### src/sv/pcpa_pkg.sv
// Shared types and constants for the per-CPU page free-list allocator.
// No dependencies; used by the allocator, its adder and its checker.
package pcpa_pkg;

  localparam int ADDR_W = 56;
  localparam int UNIT_W = ADDR_W + 1;

  localparam int CPU_COUNT_DEF  = 8;
  localparam int PAGE_COUNT_DEF = 32768;
  localparam int PAGE_SHIFT_DEF = 12;

  localparam logic [ADDR_W-1:0] BASE_RST = 56'h0000_0080_0000_00;
  localparam logic [ADDR_W-1:0] TOP_RST  = 56'h0000_0088_0000_00;

  typedef enum logic [1:0] {
    ST_ALLOC = 2'd0,
    ST_FREED = 2'd1,
    ST_OOM   = 2'd2,
    ST_BAD   = 2'd3
  } status_t;

  typedef enum logic {
    CFG_BASE = 1'b0,
    CFG_TOP  = 1'b1
  } cfg_reg_t;

  typedef enum logic {
    MODE_ALLOC = 1'b0,
    MODE_FREE  = 1'b1
  } req_mode_t;

  // Result of the shared adder: carry out and sum.
  typedef struct packed {
    logic              carry;
    logic [UNIT_W-1:0] sum;
  } sum_t;

endpackage

### src/sv/pcpa_addsub.sv
// Shared add/subtract unit used by the arithmetic steps of the allocator sequencer.
// Depends on pcpa_pkg for the operand width and result struct.
module pcpa_addsub (
  input  logic [pcpa_pkg::UNIT_W-1:0] op_a,
  input  logic [pcpa_pkg::UNIT_W-1:0] op_b,
  input  logic                        op_sub,
  output pcpa_pkg::sum_t              res
);

  logic [pcpa_pkg::UNIT_W-1:0] b_eff;
  logic [pcpa_pkg::UNIT_W:0]   total;

  // For a subtraction the carry out is set when op_a >= op_b.
  assign b_eff = op_sub ? ~op_b : op_b;
  assign total = {1'b0, op_a} + {1'b0, b_eff} + {{pcpa_pkg::UNIT_W{1'b0}}, op_sub};
  assign res.carry = total[pcpa_pkg::UNIT_W];
  assign res.sum   = total[pcpa_pkg::UNIT_W-1:0];

endmodule

### config.mk
export PLATFORM = sky130hd
export DESIGN_NAME = pcpa_addsub
export DESIGN_NICKNAME = d
export VERILOG_FILES = /design/src/sv/pcpa_pkg.sv /design/src/sv/pcpa_addsub.sv
export SDC_FILE = /design/constraint.sdc
export NUM_CORES = 1
export LEC_CHECK = 0
export BUFFER_PORTS_ARGS = -buffer_cell sky130_fd_sc_hd__buf_2
export CAP_MARGIN = 20
export CORE_MARGIN = 3
export CORE_UTILIZATION = 45
export DETAILED_ROUTE_END_ITERATION = 8
export PLACE_DENSITY = 0.84
export SLEW_MARGIN = 20
export SYNTH_ARGS = -nofsm -noshare
export SYNTH_HDL_FRONTEND = slang
export SYNTH_SLANG_ARGS = --single-unit
### constraint.sdc
create_clock -name vclk -period 4.5
set_clock_uncertainty 0.05 [all_clocks]
set_input_delay 0.225 -clock vclk [all_inputs]
set_output_delay 0.225 -clock vclk [all_outputs]
set_load 0.02 [all_outputs]
## Yosys cells after proc, flatten, opt, wreduce, memory -nomap -nowiden

Index checks and enable logic that the tools add are counted.

| storage, ports and cells | value |
|---|---|
| register bits | 0 |
| input port bits | 115 |
| output and inout bits | 58 |
| word-level logic and storage cells | 4 |

| operators by class | value |
|---|---|
| add/subtract/negate cells | 2 |
| muxes and demuxes | 1 |
| bitwise gates (word level) | 1 |

Operator list:

| cell | count |
|---|---|
| adder 57 x 57 -> 58 bit | 1 |
| adder 58 x 1 -> 58 bit | 1 |
| 2-to-1 mux 57 bit | 1 |
| inverter 57 bit | 1 |

## Depth between registers and ports, before layout

| logic depth | value |
|---|---|
| depth after elaboration | 4 |
| depth in mapped cells | 13 |
| mapped depth without buffers | 10 |

## Least setup slack after synthesis

OpenSTA, ideal clock, no wires.

| path | value |
|---|---|
| kind | input -> output |
| from | in op_sub |
| to | out res[47] (netlist name) |
| data arrival time | 3.575 ns |
| required time | 4.225 ns |
| path slack | 0.650 ns |
| cell stages on the path | 11 |
| cells stage by stage | clkbuf_1 buf_1 xor2_1 ha_1 a21o_1 or3_1 o2111a_1 o21a_1 o211ai_1 a21oi_1 nor4b_1 |

RTL lines:

| what | RTL line | text |
|---|---|---|
| start: declaration | pcpa_addsub.sv:6 | `input logic op_sub,` |
| end: declaration | pcpa_addsub.sv:7 | `output pcpa_pkg::sum_t res` |

==> flow_summary_export.csv <==
group,metric,value,unit
outcome,outcome,"complete, no violations",
setup_path,timing.critical_path.to_type,"output port",
sta,pin_slew_with_the_least_headroom_to_its_limit,0.648,ns
route,total_number_of_vias,5034,
setup_path,crit_arrival,3.40,ns
route,dr.max_layer_used,"met4",
cells_and_area,n_sequential_cell,0,
yosys,yosysWarningCount,0,
hold_path,timing.hold.worst.start,"op_a[0]",
job,maxCapViolCount,0,
pwr,worst_ir_drop_vdd,0.159,mV
cells_and_area,clock_buffers,0,
yosys,synth_sequential_area_ratio,0,%
setup_path,critical_path.max_fanout,57,
sta,fin_crit_sh,81.8,%
cells_and_area,num-fill-cells,887,
clocking,post_cts_repair_resize_count,0,
setup_path,critPathRequiredTime,4.22,ns
floorplan,placeableCoreArea,0.00889,mm²
setup_path,critical_path.startpoint,"op_sub",
clocking,hold_buffers,0,
place,portBuffers,173,
pwr,clockPowerShare,0,%
pwr,p_leak,2.50,nW
grt,grt_start_max_net_pins,58,
route,route.layer.met1.wl,5800,µm
yosys,synth_cells,609,
sta,final-hold-violation-count,0,
setup_path,crit_path_end,"res[57]",
pwr,combinationalPowerShare,100.0,%
sta,max-slew-margin-rel,56.3,%
sta,setup_slack,0.820,ns
cells_and_area,number_of_nets_in_the_layout,940,
sta,period_needed,3.68,ns
floorplan,floorplan.initialDensity,47.3,%
floorplan,floorplan.die_area,0.0105,mm²
route,detail_route.vias_per_cell,5.80,
place,final_estimated_routing_congestion_in_global_placement,0.939,
grt,globalRoute.totalOverflow,0,
route,detailroute.wirelength.met3,923,µm
sta,achievable-frequency,0.272,GHz
cells_and_area,areaGrowthSynthToFinish,21.0,%
cells_and_area,stdcell_area,0.00509,mm²
pwr,net-switching-power,0.838,mW
clocking,postCtsSetupRepairBufs,0,
route,dr.first_iter.drc_count,193,
route,post_route_drc,0,
floorplan,chipHeight,103,µm
route,wl_per_cell,15.0,µm
hold_path,worst_hold_path_type,"input port to output port",
yosys,mappedNetlistArea,0.00421,mm²
route,drtPass1Iterations,5,
place,post_dp_cell_area,0.00509,mm²
grt,first_global_vias,4748,
grt,wire_length_of_the_first_global_routing_pass,20900,µm
setup_path,crit_type,"input port to output port",
sta,whs,0.704,ns
pwr,powerDensity,263,mW/mm²
cells_and_area,ff_latch_area,0,µm²
pwr,power.internal,0.499,mW
cells_and_area,diodes,0,
floorplan,rows,34,
sta,final_setup_violating_endpoints,0,
setup_path,startpoint_type,"input port",
sta,grt_setup_unrepaired,"no",
cells_and_area,drive_gt1_share,25.5,%
pwr,totalPowerFinal,1.34,mW
place,post-place-ws,0.875,ns
floorplan,width_of_the_die,103,µm
route,routed_wirelength,13100,µm
grt,global_route.usage.total,23.3,%
yosys,average_footprint_of_a_synthesized_cell,6.91,µm²
place,place.detailed.hpwl,11200,µm
route,antenna_violating_nets_left,0,
yosys,net_count_of_the_mapped_netlist,787,
yosys,synth_cell_type_count,71,
sta,finalMaxSlewViolations,0,
route,detailroute.wirelength.met2,6140,µm
sta,sum_of_negative_setup_slack,0,ns
grt,antenna_violations_before_repair,0,
floorplan,design.portCount,173,
pwr,seq_power_share,0,%
pwr,sw_frac_of_total,62.7,%
==> placed cells by master (no fill, tap or decap), drive strengths merged, types with 3 or more instances in the layout <==
| master | instances |
|---|---|
| xnor2 | 29 |
| and3 | 9 |
| xor2 | 76 |
| ha | 62 |
| nand4 | 17 |
| nor4 | 5 |
| inv | 14 |
| nor2b | 4 |
| a211oi | 10 |
| o211ai | 3 |
| a21o | 19 |
| or2 | 3 |
| or3 | 3 |
| o21ai | 49 |
| o21bai | 10 |
| o31ai | 4 |
| a21oi | 70 |
| nor2 | 53 |
| and2 | 3 |
| nand2 | 59 |
| nor3 | 15 |
| nand2b | 6 |
| o21a | 6 |
| buf | 174 |
| nand3 | 14 |
==> cell usage after synthesis, drive strengths merged (3+ instances only) <==
| master | instances | area (µm²) |
|---|---|---|
| xor2 | 76 | 666 |
| a21oi | 70 | 350 |
| ha | 62 | 776 |
| nand2 | 59 | 221 |
| nor2 | 53 | 199 |
| o21ai | 49 | 257 |
| xnor2 | 29 | 254 |
| a21o | 19 | 144 |
| nand4 | 17 | 106 |
| buf | 15 | 97.6 |
| nor3 | 15 | 75.1 |
| inv | 14 | 52.6 |
| nand3 | 14 | 70.1 |
| a211oi | 10 | 97.6 |
| o21bai | 10 | 75.1 |
| and3 | 9 | 57.6 |
| clkbuf | 8 | 41.3 |
| nand2b | 6 | 37.5 |
| o21a | 6 | 45.0 |
| nor4 | 5 | 31.3 |
| nor2b | 4 | 25.0 |
| o31ai | 4 | 30.0 |
| and2 | 3 | 18.8 |
| o211ai | 3 | 27.5 |
| or2 | 3 | 18.8 |
| or3 | 3 | 18.8 |
==> critical path: stages <==
cell and delay, ns:
buf_2 0.10, buf_12 0.31, xor2_1 0.21, ha_1 0.36, a211oi_4 0.28, nor2_1 0.10
nor4_1 0.37, nand4_1 0.16, a211oi_1 0.25, a21bo_2 0.29, a31o_1 0.22, a311o_1 0.31
buf_2 0.16
==> cells by family (layout without fill, tap and decap cells) <==
group,Yosys count,after routing,share of synthesized area [%]
adders and majority gates,63,63,18.9
and+or+nand+nor,198,198,22.3
xor gates and xnor gates,105,105,21.9
buffers and inverters,37,188,4.55
muxes,2,2,0.506
AOI/OAI and AO/OA,204,204,31.9
==> power groups by stage <==
stage	Combinational [mW]	Sequential [mW]	Clock (mW)
CTS	1.33	0	0
floorplan	0.953	0	0
global placement	1.31	0	0
finish	1.34	0	0
global route	1.46	0	0
detailed placement	1.32	0	0
==> metal layers <==
layer  GRT usage, %  vias to the layer above
li1               -                     2539
met1           31.0                     2264
met2           41.2                      209
met3           2.71                       22
met4           3.23                        0
met5              0                        -
==> stage by stage <==
| step | std cells | util [%] |
|---|---|---|
| 2_1_floorplan | 609 | - |
| 3_3_place_gp | 868 | 57.2 |
| 3_5_place_dp | 868 | 57.2 |
| 4_1_cts | 868 | 57.2 |
| 5_1_grt | 868 | 57.2 |
| 6_report | 868 | 57.2 |
==> layout make-up <==
type	count	area, µm²	area share (%)
tap	108	135	2.66
inverter	14	52.6	1.03
multi-input combinational	572	4010	78.9
timing repair buffer	174	886	17.4
==> how the worst min path moves through the flow <==
| stage | to | cells after the start |
|---|---|---|
| floorplan | res[0] | 1 |
| global placement | res[0] | 3 |
| detailed placement | res[0] | 3 |
| CTS | res[0] | 3 |
| global route | res[0] | 3 |
| finish | res[0] | 3 |
Power figures use the tool's default switching activity.
